[config.mk]
export PLATFORM = sky130hd
export DESIGN_NAME = vrt_ctrl
export DESIGN_NICKNAME = d
export VERILOG_FILES = /design/src/hdl/vrt_pkg.sv /design/src/hdl/vrt_ctrl.sv
export SDC_FILE = /design/constraint.sdc
export NUM_CORES = 1
export LEC_CHECK = 0
export ABC_AREA = 1
export BUFFER_PORTS_ARGS = -buffer_cell sky130_fd_sc_hd__buf_2
export CAP_MARGIN = 20
export CELL_PAD_IN_SITES_DETAIL_PLACEMENT = 1
export CELL_PAD_IN_SITES_GLOBAL_PLACEMENT = 2
export CORE_UTILIZATION = 25
export CTS_CLUSTER_SIZE = 12
export DETAILED_ROUTE_END_ITERATION = 16
export GPL_TIMING_DRIVEN = 0
export HOLD_SLACK_MARGIN = 0.1
export PLACE_DENSITY = 0.77
export SETUP_SLACK_MARGIN = 0.4
export SYNTH_ARGS = -nofsm -noshare
export SYNTH_HDL_FRONTEND = slang
export SYNTH_SLANG_ARGS = --single-unit
[constraint.sdc]
create_clock -name clk -period 2.2 [get_ports clk]
set_input_delay 0.11 -clock clk [delete_from_list [all_inputs] [get_ports clk]]
set_output_delay 0.11 -clock clk [all_outputs]
set_load 0.02 [all_outputs]
[src/hdl/vrt_pkg.sv]
`timescale 1ns / 1ps

package vrt_pkg;

    // Internal key width: holds KEY_BITS up to 20 plus sign and one step past the range.
    localparam int KW = 22;

    // Configuration register indexes
    localparam logic [2:0] REG_BOUND_MIN_X = 3'd0;
    localparam logic [2:0] REG_BOUND_MIN_Y = 3'd1;
    localparam logic [2:0] REG_BOUND_MIN_Z = 3'd2;
    localparam logic [2:0] REG_BOUND_MAX_X = 3'd3;
    localparam logic [2:0] REG_BOUND_MAX_Y = 3'd4;
    localparam logic [2:0] REG_BOUND_MAX_Z = 3'd5;
    localparam logic [2:0] REG_FLOOR_EN    = 3'd6;
    localparam logic [2:0] REG_FLOOR_LVL   = 3'd7;

    typedef enum logic [1:0] {
        ST_CELL      = 2'd0,
        ST_OUT_OF_BOX = 2'd1,
        ST_SAME_CELL = 2'd2,
        ST_TRUNCATED = 2'd3
    } status_t;

    typedef struct packed {
        logic [2:0][15:0] bmin;
        logic [2:0][15:0] bmax;
        logic             floor_en;
        logic [15:0]      floor_lvl;
    } vrt_cfg_t;

    typedef struct packed {
        logic load;          // capture the ray
        logic setup;         // initialize walk state
        logic emit_special;  // emit one status-only result
        logic step;          // emit current cell, advance one cell
        logic at_limit;      // this emission is the last one allowed
    } vrt_cmd_t;

    typedef struct packed {
        logic    out_free;   // output register can take a result this cycle
        status_t special;    // status-only code of the captured ray, ST_CELL if none
        logic    finished;   // walk ends after the current cell
    } vrt_stat_t;

endpackage

[src/hdl/vrt_ctrl.sv]
`timescale 1ns / 1ps

module vrt_ctrl #(
    parameter int MAX_RAY_CELLS = 64
) (
    input  logic               clk,
    input  logic               rst_n,
    input  logic               in_valid,
    output logic               in_ready,
    input  vrt_pkg::vrt_stat_t stat,
    output vrt_pkg::vrt_cmd_t  cmd
);
    import vrt_pkg::*;

    localparam int CW = $clog2(MAX_RAY_CELLS + 1);

    typedef enum logic [1:0] {
        S_IDLE,
        S_SETUP,
        S_WALK
    } state_t;

    state_t          state_reg, state_next;
    logic [CW-1:0]   count_reg, count_next;

    assign in_ready = (state_reg == S_IDLE);

    always_comb
    begin
        cmd          = '0;
        state_next   = state_reg;
        count_next   = count_reg;
        cmd.at_limit = (count_reg == CW'(MAX_RAY_CELLS - 1));
        case (state_reg)
            S_IDLE:
            begin
                if (in_valid)
                begin
                    cmd.load   = 1'b1;
                    state_next = S_SETUP;
                end
            end
            S_SETUP:
            begin
                if (stat.out_free)
                begin
                    if (stat.special != ST_CELL)
                    begin
                        cmd.emit_special = 1'b1;
                        state_next       = S_IDLE;
                    end
                    else
                    begin
                        cmd.setup  = 1'b1;
                        count_next = '0;
                        state_next = S_WALK;
                    end
                end
            end
            S_WALK:
            begin
                if (stat.out_free)
                begin
                    cmd.step   = 1'b1;
                    count_next = count_reg + 1'b1;
                    if (stat.finished || cmd.at_limit)
                        state_next = S_IDLE;
                end
            end
            default:
            begin
                state_next = S_IDLE;
            end
        endcase
    end

    always_ff @(posedge clk or negedge rst_n)
    begin
        if (!rst_n)
        begin
            state_reg <= S_IDLE;
            count_reg <= '0;
        end
        else
        begin
            state_reg <= state_next;
            count_reg <= count_next;
        end
    end

    a_count_bound: assert property (@(posedge clk) disable iff (!rst_n)
        cmd.step |-> (count_reg < CW'(MAX_RAY_CELLS)))
        else $error("cell count past limit");

    a_limit_ends: assert property (@(posedge clk) disable iff (!rst_n)
        (cmd.step && cmd.at_limit) |=> (state_reg == S_IDLE))
        else $error("walk continued past limit");

    a_special_no_walk: assert property (@(posedge clk) disable iff (!rst_n)
        (state_reg == S_SETUP && stat.special != ST_CELL) |-> !cmd.setup)
        else $error("walk started for status-only ray");

endmodule

==> results.rst, run 1 <==
.. list-table::
   :header-rows: 1

   * - Metric
     - Value
   * - HPWL after detailed placement
     - 962 um
   * - Final critical-path setup slack
     - 0.602 ns
   * - Kind of critical path
     - reg2out
   * - Vias per cell
     - 4.17
   * - Pwr Density
     - 842 mW/mm2
   * - CP endpoint kind
     - output port
   * - DRT iter0 DRCs
     - 8
   * - Type of the most critical hold path
     - in2reg
   * - Number of synthesized flops with an enable pin
     - 0
   * - Net count reported at finish
     - 99
   * - Relative max-transition margin
     - 0.852
   * - Part of the Yosys area used for sequential elements
     - 0.424
   * - Worst endpoint required time
     - 2.09 ns
   * - Area inside the core boundary
     - 0.00198 mm2
   * - DR DRC count
     - 0
   * - Commonest cells post-synth
     - sky130_fd_sc_hd__nand2_1 (23), sky130_fd_sc_hd__dfrtp_1 (9), sky130_fd_sc_hd__inv_1 (9), sky130_fd_sc_hd__nor2_1 (8)
   * - Hold Crit Start
     - stat[3]
   * - Number of placed I/O pins
     - 13
   * - Critical Path Start Type
     - flip-flop
   * - Largest stage delay, worst path
     - 0.44 ns
   * - Max Clk Rate
     - 0.626 GHz
   * - RSZ-0062 raised after global routing
     - false
   * - Run status
     - finished, final reports clean
   * - Maximum capacitance violations
     - 0
   * - Most area-hungry cell type in the Yosys netlist
     - sky130_fd_sc_hd__dfrtp_1
   * - Nets in the synthesized netlist
     - 81
   * - Htree depth
     - 1
   * - FFs w/ async S/R, synth
     - 1.00
   * - Setup Viol. Count Final
     - 0
   * - Number of distinct library cells after synthesis
     - 19
   * - Standard-cell rows
     - 16
   * - IR drop worst, VDD
     - 313 uV
   * - Worst-path maximum fanout
     - 6
   * - Num Clock Sinks
     - 9
   * - Drt pass-1 iters
     - 3
   * - Total Negative Setup Slacks
     - 0 ns
   * - Worst EP arrival
     - 1.49 ns
   * - Static leakage power
     - 0.366 nW
   * - Area of the die
     - 0.00232 mm2
   * - Relative contribution of combinational cells to total power
     - 0.334
   * - Mean post-synth cell area
     - 7.28 um2
   * - Average wire length per cell after detail routing
     - 10.2 um
   * - Global-route wire length before repair
     - 1860 um
   * - Number of diodes added for antenna fixing
     - 0
   * - Clock tree from TritonCTS
     - built
   * - Later-pin clock latency in the skew report
     - 0.26 ns
   * - Die outline height
     - 48.1 um
   * - Effective utilization at floorplan
     - 0.268
   * - Mapped Cells
     - 73
   * - Total vias in the final route
     - 488
   * - Switching Power
     - 0.224 mW
   * - Worst clock skew
     - 0.00374 ns
   * - CP Launch Point
     - count_reg[0]
   * - Clock period minus worst slack
     - 1.60 ns
   * - Number of stages on the worst hold path
     - 2
   * - # resized after CTS
     - 0
   * - Most used flip-flop cell after synthesis
     - sky130_fd_sc_hd__dfrtp_1
   * - Global placement routability congestion
     - 0.702
   * - Area growth from synthesis to layout
     - 24.5%
   * - Most frequent cell after synthesis
     - sky130_fd_sc_hd__nand2_1
   * - CP Cell Sequence
     - ha_1 -> nand3_2 -> nor2_2 -> nand2_1 -> clkinv_1 -> buf_2
   * - Area share of the largest cell type after synthesis
     - 0.424
   * - Tightest Pin Transition
     - 0.222 ns
   * - Post-synth design cell area
     - 532 um2
   * - Global-route total usage across every layer
     - 0.122
   * - Proportion of layout cells with a drive suffix above 1
     - 0.244
   * - Clock share of power
     - 0.236
   * - Residual antenna-violating net count after detailed routing
     - 0
   * - Die Span X
     - 48.1 um
   * - Share of total power consumed by net switching
     - 0.401
   * - CTS Buffer Depth
     - 2
   * - Number of antenna violations at the first check in global routing
     - 0
   * - Number of warnings reported in the yosys synthesis log
     - 0
   * - Total power draw
     - 0.557 mW
   * - Clock transition at the register clock pins on the worst setup and hold paths after CTS
     - 0.06 ns
   * - Flip-flop count of the largest register, all copies and words added
     - 7
   * - Post-Route Utilization
     - 0.334
   * - Final hold viol count
     - 0
   * - Number of buffers inserted during clock tree synthesis
     - 3
   * - Pre-CTS setup slack
     - 0.853 ns
   * - Dominant cells by area after synthesis
     - sky130_fd_sc_hd__dfrtp_1 (42%), sky130_fd_sc_hd__nand2_1 (16%), sky130_fd_sc_hd__inv_1 (6.4%)
   * - Clk root buf
     - sky130_fd_sc_hd__clkbuf_4
   * - R2R cell count
     - 7
   * - Total wire length
     - 1190 um
   * - Sequential power share
     - 0.430
   * - Post-synthesis register bit count
     - 9
   * - Final worst path period share
     - 0.726
   * - Number of pins exceeding their max-slew limit in the final report
     - 0
   * - Reg2reg start
     - count_reg[0]
   * - Highest-delay cell along the critical path
     - sky130_fd_sc_hd__dfrtp_1
   * - Number of input and output port buffers inserted
     - 12
   * - Internal cell power
     - 0.334 mW
   * - Via count of the first global-routing pass
     - 429
   * - GRT Residual Overflow
     - 0
   * - Largest net degree at the start of global routing
     - 10
==> routing by layer <==
layer,vias to the layer above,wire [um],track usage
li1,261,-,-
met1,215,609,0.155
met2,10,520,0.186
met3,2,45,0.0333
met4,0,13,0.0667
met5,-,0,0
==> path summary, 6_finish.rpt <==
path | slack (ns) | end
worst max-delay path | 0.60 | cmd[0]
worst min-delay path | 0.12 | state_reg[0]
min in group asynchronous | 0.23 | count_reg[5]
max in group asynchronous | 1.78 | count_reg[6]
worst max register to register | 0.85 | count_reg[6]
worst min register to register | 0.49 | count_reg[6]
==> kinds of logic after synthesis <==
family	synth area share
buffers and inverters	0.0847
xor gates and xnor gates	0.0329
DFF	0.424
and+or+nand+nor	0.374
adders and majority gates	0.0235
AOI/OAI and AO/OA	0.0612
==> timing repair <==
action                    4_1_cts  5_1_grt
hold endpoints to repair        9        0
buffers inserted                0        0
hold buffers                    1        0
==> power groups by stage <==
stage          Combinational (mW)  Sequential, mW  Clock [mW]
5_1_grt                     0.215           0.247       0.139
6_report                    0.186           0.240       0.131
4_1_cts                     0.190           0.240       0.135
3_5_place_dp                0.188           0.243           0
2_1_floorplan               0.136           0.233           0
3_3_place_gp                0.186           0.243           0
==> critical path: cells and delay by family, from the launching register on <==
kind                     cells  cell delay [ns]
flip-flops                   1             0.44
adder cells (fa/ha/maj)      1             0.24
AND/OR/NAND/NOR              3             0.34
buffers and inverters        2             0.21
==> final cells by class <==
type                    instances  area [um2]
multi-input cells              52         262
flip-flops and latches          9         225
repair buffers                 13        70.1
clock buffers                   4        26.3
fillers                       246        1320
well taps                      27        33.8
inverters                      12        45.0
==> placed cells by master, fill, tap and decap left out <==
cell,count
sky130_fd_sc_hd__buf_2,12
sky130_fd_sc_hd__nor2_1,8
sky130_fd_sc_hd__nor3b_1,1
sky130_fd_sc_hd__dfrtp_1,9
sky130_fd_sc_hd__clkbuf_4,3
sky130_fd_sc_hd__nand4_1,1
sky130_fd_sc_hd__nor2_2,1
sky130_fd_sc_hd__o211ai_1,1
sky130_fd_sc_hd__o21ai_1,1
sky130_fd_sc_hd__nand2_1,23
sky130_fd_sc_hd__ha_1,1
sky130_fd_sc_hd__o21ai_0,4
sky130_fd_sc_hd__nand2_2,1
sky130_fd_sc_hd__nand3_2,2
sky130_fd_sc_hd__nor3_1,1
sky130_fd_sc_hd__clkbuf_1,1
sky130_fd_sc_hd__nand2_4,1
sky130_fd_sc_hd__inv_2,2
sky130_fd_sc_hd__xor2_1,2
sky130_fd_sc_hd__inv_1,9
sky130_fd_sc_hd__clkinv_1,1
sky130_fd_sc_hd__nand3_1,4
sky130_fd_sc_hd__dlygate4sd3_1,1
==> stage by stage <==
step | hold slack, ns | area, um2 | instances
floorplan | -0.186 | 532 | 73
finish | 0.119 | 662 | 117
global placement | -0.0209 | 626 | 112
CTS | 0.113 | 662 | 117
detailed placement | -0.0172 | 626 | 112
global route | 0.129 | 662 | 117
Note: power is estimated with default switching activity, not from simulation.
==> run 2, diff against run 1 <==
CORE_UTILIZATION = 24   (was 25)
PLACE_DENSITY = 0.78   (was 0.77)
clock period = 1.4 ns   (was 2.2 ns; I/O delays follow)
==> results.rst, run 2 (synthesis gave the netlist of run 1 again) <==
.. list-table::
   :header-rows: 1

   * - Metric
     - Value
   * - Run status
     - finished, final reports clean (unchanged)
   * - Clock period minus worst slack
     - 1.39 ns
   * - Type of the most critical hold path
     - in2reg (unchanged)
   * - Drt pass-1 iters
     - 4 (was 3)
   * - Total power draw
     - 1.36 mW (was 0.557 mW)
   * - Number of placed I/O pins
     - 13 (unchanged)
   * - Tightest Pin Transition
     - 0.288 ns (was 0.222 ns)
   * - Relative contribution of combinational cells to total power
     - 0.561 (was 0.334)
   * - Number of buffers inserted during clock tree synthesis
     - 3 (unchanged)
   * - Worst EP arrival
     - 1.32 ns (was 1.49 ns)
   * - Number of diodes added for antenna fixing
     - 0 (unchanged)
   * - RSZ-0062 raised after global routing
     - true (was false)
   * - Static leakage power
     - 0.512 nW (was 0.366 nW)
   * - Average wire length per cell after detail routing
     - 13.4 um (was 10.2 um)
   * - GRT Residual Overflow
     - 0 (unchanged)
   * - Area of the die
     - 0.00241 mm2 (was 0.00232 mm2)
   * - Critical Path Start Type
     - flip-flop (unchanged)
   * - Flip-flop count of the largest register, all copies and words added
     - 7 (unchanged)
   * - CP endpoint kind
     - output port (unchanged)
   * - Global-route wire length before repair
     - 2810 um (was 1860 um)
   * - R2R cell count
     - 8 (was 7)
   * - Post-detailed-placement cell area
     - 662 um2 (was 626 um2)
   * - CP Cell Sequence
     - ha_4 -> nand3_4 -> nor2_4 -> nand2_4 -> inv_4 -> buf_6 (was ha_1 -> nand3_2 -> nor2_2 -> nand2_1 -> clkinv_1 -> buf_2)
   * - Highest-delay cell along the critical path
     - sky130_fd_sc_hd__dfrtp_1 (unchanged)
   * - Effective utilization at floorplan
     - 0.263 (was 0.268)
   * - Number of antenna violations at the first check in global routing
     - 0 (unchanged)
   * - Net count reported at finish
     - 122 (was 99)
   * - Clock share of power
     - 0.154 (was 0.236)
   * - Htree depth
     - 1 (unchanged)
   * - Sum of buffers and inverters on the critical path
     - 2 (unchanged)
   * - Leading cell types in the layout, fill and taps excluded
     - sky130_fd_sc_hd__buf_4 (18), sky130_fd_sc_hd__nand2_1 (15), sky130_fd_sc_hd__buf_6 (10) (was sky130_fd_sc_hd__nand2_1 (23), sky130_fd_sc_hd__buf_2 (12), sky130_fd_sc_hd__inv_1 (9), sky130_fd_sc_hd__dfrtp_1 (9), sky130_fd_sc_hd__nor2_1 (8))
   * - Pwr Density
     - 1300 mW/mm2 (was 842 mW/mm2)
   * - Standard-cell rows
     - 16 (unchanged)
   * - Later-pin clock latency in the skew report
     - 0.27 ns (was 0.26 ns)
   * - Setup Viol. Count Final
     - 0 (unchanged)
   * - Largest stage delay, worst path
     - 0.42 ns (was 0.44 ns)
   * - IR drop worst, VDD
     - 742 uV (was 313 uV)
   * - Switching Power
     - 0.546 mW (was 0.224 mW)
   * - Number of pins exceeding their max-slew limit in the final report
     - 0 (unchanged)
   * - Vias per cell
     - 4.42 (was 4.17)
   * - Max Clk Rate
     - 0.720 GHz
   * - Die outline height
     - 49.1 um (was 48.1 um)
   * - HPWL after detailed placement
     - 997 um (was 962 um)
   * - DRT iter0 DRCs
     - 3 (was 8)
   * - Clk root buf
     - sky130_fd_sc_hd__clkbuf_4 (unchanged)
   * - Design Area, Final
     - 0.00104 mm2 (was 662 um2)
   * - DR DRC count
     - 0 (unchanged)
   * - Clock tree from TritonCTS
     - built (unchanged)
   * - Leading cell type in the layout, fill and taps excluded
     - sky130_fd_sc_hd__buf_4 (was sky130_fd_sc_hd__nand2_1)
   * - Worst-path maximum fanout
     - 2 (was 6)
   * - Sequential power share
     - 0.285 (was 0.430)
   * - Global-route total usage across every layer
     - 0.165 (was 0.122)
   * - Largest net degree at the start of global routing
     - 10 (unchanged)
   * - CTS Buffer Depth
     - 2 (unchanged)
   * - Number of stages on the worst hold path
     - 3 (was 2)
   * - Number of input and output port buffers inserted
     - 12 (unchanged)
   * - Proportion of layout cells with a drive suffix above 1
     - 0.611 (was 0.244)
   * - Area growth from synthesis to layout
     - 96.2% (was 24.5%)
   * - Pre-CTS setup slack
     - 0.0505 ns (was 0.853 ns)
   * - Total wire length
     - 1870 um (was 1190 um)
   * - Stages on worst setup path
     - 6 (unchanged)
   * - Die Span X
     - 49.1 um (was 48.1 um)
   * - Clock transition at the register clock pins on the worst setup and hold paths after CTS
     - 0.06 ns (about the same)
   * - Final hold viol count
     - 0 (unchanged)
   * - Post-Route Utilization
     - 0.516 (was 0.334)
   * - Via count of the first global-routing pass
     - 626 (was 429)
   * - Kind of critical path
     - reg2out (unchanged)
   * - Residual antenna-violating net count after detailed routing
     - 0 (unchanged)
   * - Internal cell power
     - 0.809 mW (was 0.334 mW)
   * - Relative max-transition margin
     - 0.807 (was 0.852)
   * - Final critical-path setup slack
     - 0.0107 ns (was 0.602 ns)
   * - Final Hold Slack
     - 0.0541 ns (was 0.119 ns)
   * - Area inside the core boundary
     - 0.00202 mm2 (was 0.00198 mm2)
   * - Worst clock skew
     - 0.00214 ns (was 0.00374 ns)
   * - Largest delay share family, worst path
     - flip-flops (unchanged)
   * - Share of total power consumed by net switching
     - 0.403 (was 0.401)
   * - Num Clock Sinks
     - 9 (unchanged)
   * - Maximum capacitance violations
     - 0 (unchanged)
   * - Hold buffers post-CTS
     - 1 (unchanged)
   * - Global placement routability congestion
     - 0.693 (was 0.702)
   * - Worst endpoint required time
     - 1.33 ns (was 2.09 ns)
   * - Total vias in the final route
     - 619 (was 488)
   * - Final worst path period share
     - 0.992
[run 2: cell types whose count changed in the layout (fill, tap and decap cells not counted), moves of 3 or more]
cell	change
sky130_fd_sc_hd__buf_4	+18
sky130_fd_sc_hd__nor2_1	-4
sky130_fd_sc_hd__nand2_2	+4
sky130_fd_sc_hd__buf_2	-6
sky130_fd_sc_hd__nand2_1	-8
sky130_fd_sc_hd__nor2_4	+3
sky130_fd_sc_hd__inv_1	-5
sky130_fd_sc_hd__inv_4	+3
sky130_fd_sc_hd__buf_6	+10
[run 2: cell type report]
type	instances	area, um2
Fill cell	249	978
Multi-Input combinational cell	52	389
Timing Repair Buffer	36	308
Sequential cell	9	226
Inverter	12	60.1
Tap cell	27	33.8
Clock buffer	4	26.3
[run 2: per-stage QoR]
stage / setup TNS (ns) / instances
5_1_grt: -0.0664 / 140
3_3_place_gp: 0 / 112
4_1_cts: 0 / 131
6_report: 0 / 140
2_1_floorplan: 0 / 73
3_5_place_dp: 0 / 112
[run 2: power by group through the flow]
stage	clock network (mW)	logic, mW	registers, mW
global route	0.226	0.828	0.391
CTS	0.217	0.643	0.374
floorplan	0	0.251	0.383
finish	0.209	0.760	0.387
global placement	0	0.330	0.399
detailed placement	0	0.336	0.401
[run 2: final timing paths]
path	start	end	slack (ns)
max in group asynchronous	rst_n	state_reg[1]	1.01
setup / recovery	count_reg[1]	cmd[0]	0.01
hold reg to reg	count_reg[6]	count_reg[6]	0.50
setup reg to reg	count_reg[1]	count_reg[6]	0.07
min in group asynchronous	rst_n	count_reg[3]	0.19
hold / removal	in_valid	state_reg[0]	0.05
[run 2: routing by layer]
layer	vias to the layer above	share of wire	GRT usage
li1	307	-	-
met1	297	0.41	0.173
met2	11	0.53	0.290
met3	4	0.033	0.0405
met4	0	0.024	0.103
met5	-	0	0
[run 2: repair_timing]
item,CTS,global route
endpoints found under the setup margin,14,14
setup buffers,14,9
endpoints found under the hold margin,10,1
gates resized for setup,33,13
pin swaps,9,13
[run 2: worst reg2reg max path, cell delays in order (launching register included)]
cell and delay [ns]:
sky130_fd_sc_hd__dfrtp_1 0.42, sky130_fd_sc_hd__ha_4 0.18, sky130_fd_sc_hd__nand3_4 0.09, sky130_fd_sc_hd__nor2_4 0.13
sky130_fd_sc_hd__buf_4 0.12, sky130_fd_sc_hd__buf_4 0.09, sky130_fd_sc_hd__nor2_1 0.03, sky130_fd_sc_hd__o21ai_1 0.11
sky130_fd_sc_hd__nand2_1 0.06
==> run 3, diff against run 2 <==
CORE_UTILIZATION = 25   (was 24)
PLACE_DENSITY = 0.77   (was 0.78)
clock period = 1.3 ns   (was 1.4 ns; I/O delays follow)
==> results.rst, run 3 (synthesis gave the netlist of run 1 again) <==
.. list-table::
   :header-rows: 1

   * - Metric
     - Value
   * - DRT iter0 DRCs
     - 9 (was 3)
   * - Post-Route Utilization
     - 0.503 (was 0.516)
   * - Flip-flop count of the largest register, all copies and words added
     - 7 (unchanged)
   * - CP Capture Point
     - cmd[0] (unchanged)
   * - Proportion of layout cells with a drive suffix above 1
     - 0.596 (was 0.611)
   * - Kind of critical path
     - reg2out (unchanged)
   * - Max Clk Rate
     - 0.745 GHz
   * - Number of placed I/O pins
     - 13 (unchanged)
   * - CP endpoint kind
     - output port (unchanged)
   * - DR DRC count
     - 0 (unchanged)
   * - Number of buffers inserted during clock tree synthesis
     - 3 (unchanged)
   * - Design Area, Final
     - 996 um2 (was 0.00104 mm2)
   * - Final hold viol count
     - 0 (unchanged)
   * - Die Span X
     - 48.1 um (was 49.1 um)
   * - Number of diodes added for antenna fixing
     - 0 (unchanged)
   * - Highest-delay cell along the critical path
     - sky130_fd_sc_hd__dfrtp_1 (unchanged)
   * - CP Cell Sequence
     - ha_4 -> nand3_4 -> nor2_4 -> nand2_2 -> clkinv_2 -> buf_6 (was ha_4 -> nand3_4 -> nor2_4 -> nand2_4 -> inv_4 -> buf_6)
   * - Num Clock Sinks
     - 9 (unchanged)
   * - Area of the die
     - 0.00232 mm2 (was 0.00241 mm2)
   * - Residual antenna-violating net count after detailed routing
     - 0 (unchanged)
   * - CP Launch Point
     - count_reg[1] (unchanged)
   * - Leading cell type in the layout, fill and taps excluded
     - sky130_fd_sc_hd__nand2_1 (was sky130_fd_sc_hd__buf_4)
   * - Clock period minus worst slack
     - 1.34 ns
   * - Die outline height
     - 48.1 um (was 49.1 um)
   * - Number of pins exceeding their max-slew limit in the final report
     - 0 (unchanged)
   * - Net count reported at finish
     - 118 (was 122)
   * - GRT Residual Overflow
     - 0 (unchanged)
   * - Pwr Density
     - 1420 mW/mm2 (was 1300 mW/mm2)
   * - Worst-path maximum fanout
     - 2 (unchanged)
   * - Maximum capacitance violations
     - 0 (unchanged)
   * - Via count of the first global-routing pass
     - 607 (was 626)
   * - Hold buffers post-CTS
     - 1 (unchanged)
   * - Final worst path period share
     - 1.03
   * - Pre-CTS setup slack
     - -0.0609 ns (was 0.0505 ns)
   * - Run status
     - complete, but fails checks (was finished, final reports clean)
   * - Leading cell types in the layout, fill and taps excluded
     - sky130_fd_sc_hd__nand2_1 (18), sky130_fd_sc_hd__buf_4 (15), sky130_fd_sc_hd__buf_6 (10) (was sky130_fd_sc_hd__buf_4 (18), sky130_fd_sc_hd__nand2_1 (15), sky130_fd_sc_hd__buf_6 (10))
   * - Setup Viol. Count Final
     - 1 (was 0)
   * - Average wire length per cell after detail routing
     - 14.0 um (was 13.4 um)
   * - Stages on worst setup path
     - 6 (unchanged)
   * - Global-route total usage across every layer
     - 0.186 (was 0.165)
   * - Worst EP arrival
     - 1.28 ns (was 1.32 ns)
   * - Worst endpoint required time
     - 1.24 ns (was 1.33 ns)
   * - Clock transition at the register clock pins on the worst setup and hold paths after CTS
     - 0.06 ns (about the same)
   * - Largest stage delay, worst path
     - 0.40 ns (was 0.42 ns)
   * - Drt pass-1 iters
     - 4 (unchanged)
   * - Number of input and output port buffers inserted
     - 12 (unchanged)
   * - Largest delay share family, worst path
     - flip-flops (unchanged)
   * - RSZ-0062 raised after global routing
     - true (unchanged)
   * - Static leakage power
     - 0.492 nW (was 0.512 nW)
   * - Tightest Pin Transition
     - 0.366 ns (was 0.288 ns)
   * - Sum of buffers and inverters on the critical path
     - 2 (unchanged)
   * - Area growth from synthesis to layout
     - 87.3% (was 96.2%)
   * - Relative max-transition margin
     - 0.755 (was 0.807)
   * - Clock tree from TritonCTS
     - built (unchanged)
   * - IR drop worst, VDD
     - 802 uV (was 742 uV)
   * - Hold Crit Start
     - in_valid (unchanged)
   * - Effective utilization at floorplan
     - 0.268 (was 0.263)
   * - Global-route wire length before repair
     - 2880 um (was 2810 um)
   * - Worst clock skew
     - 0.000910 ns (was 0.00214 ns)
   * - Largest net degree at the start of global routing
     - 10 (unchanged)
   * - Fill cell total of the finished layout
     - 222 (was 249)
   * - Total vias in the final route
     - 600 (was 619)
   * - Global placement routability congestion
     - 0.731 (was 0.693)
   * - Reg2Reg Capture Point
     - state_reg[1] (was count_reg[6])
   * - Critical Path Start Type
     - flip-flop (unchanged)
   * - Type of the most critical hold path
     - in2reg (unchanged)
   * - Vias per cell
     - 4.41 (was 4.42)
   * - Standard-cell rows
     - 16 (unchanged)
   * - Area inside the core boundary
     - 0.00198 mm2 (was 0.00202 mm2)
   * - Number of antenna violations at the first check in global routing
     - 0 (unchanged)
   * - HPWL after detailed placement
     - 997 um (about the same)
   * - Final critical-path setup slack
     - -0.0416 ns (was 0.0107 ns)
   * - Violations in the final reports
     - setup timing
   * - Post-detailed-placement cell area
     - 667 um2 (was 662 um2)
   * - Clk root buf
     - sky130_fd_sc_hd__clkbuf_4 (unchanged)
   * - R2R cell count
     - 9 (was 8)
   * - Number of stages on the worst hold path
     - 3 (unchanged)
   * - Later-pin clock latency in the skew report
     - 0.26 ns (was 0.27 ns)
   * - R2r setup slk
     - 0.01 ns (was 0.07 ns)
   * - CTS Buffer Depth
     - 2 (unchanged)
   * - Htree depth
     - 1 (unchanged)
   * - Reg2reg start
     - count_reg[1] (unchanged)
   * - Total wire length
     - 1910 um (was 1870 um)
run 3: cell types whose count changed in the layout (fill, tap and decap cells not counted), sizes merged:
cell    previous run  this run
inv               12        11
buf               35        31
clkinv             0         1
run 3: per-stage QoR:
| step | instances | power [mW] | TNS, ns | hold slack, ns |
|---|---|---|---|---|
| after global routing | 136 | 1.50 | -0.254 | 0.0635 |
| after global placement | 112 | 0.799 | -0.0232 | -0.0657 |
| after floorplan | 73 | 0.693 | 0 | -0.231 |
| after CTS | 134 | 1.34 | -0.0307 | 0.0540 |
| after detailed placement | 112 | 0.812 | -0.0609 | -0.0676 |
| final | 136 | 1.41 | -0.0416 | 0.0707 |
run 3: how the worst min path moves through the flow:
stage	end	slack [ns]
floorplan	count_reg[0]	-0.23
global placement	count_reg[5]	-0.07
detailed placement	count_reg[2]	-0.07
CTS	state_reg[0]	0.05
global route	state_reg[0]	0.06
finish	state_reg[0]	0.07
run 3: metal layers:
layer,wire length (um),share of wire,up-vias,track usage
li1,-,-,304,-
met5,0,0,-,0
met3,46,0.024,0,0.0481
met4,0,0,0,0.0333
met1,811,0.42,289,0.237
met2,1050,0.55,7,0.319
run 3: worst reg2reg max path, delay by kind of cell, from the launching register on:
| kind | cells | cell delay (ns) |
|---|---|---|
| buffers and inverters | 1 | 0.13 |
| adder cells (fa/ha/maj) | 1 | 0.17 |
| AND/OR/NAND/NOR | 7 | 0.51 |
| flip-flops | 1 | 0.40 |
run 3: power by group:
part | total (mW) | switching [mW] | internal, mW
clock | 0.220 | 0.101 | 0.119
sequential | 0.417 | 0.0743 | 0.343
combinational | 0.774 | 0.410 | 0.364
total | 1.41 | 0.585 | 0.826
run 3: area by class of cell:
class | count | area, um2 | area share
clock buffers | 4 | 26.3 | 0.0264
inverters | 12 | 58.8 | 0.0590
multi-input cells | 52 | 384 | 0.386
flip-flops and latches | 9 | 228 | 0.229
well taps | 27 | 33.8 | 0.0339
repair buffers | 32 | 265 | 0.266
run 3: timing repair:
item / in CTS / in global routing
setup buffers: 17 / 2
endpoints found under the hold margin: 10 / 1
gates resized for setup: 33 / 9
gates cloned: 0 / 0
pin swaps: 9 / 6
endpoints found under the setup margin: 15 / 15
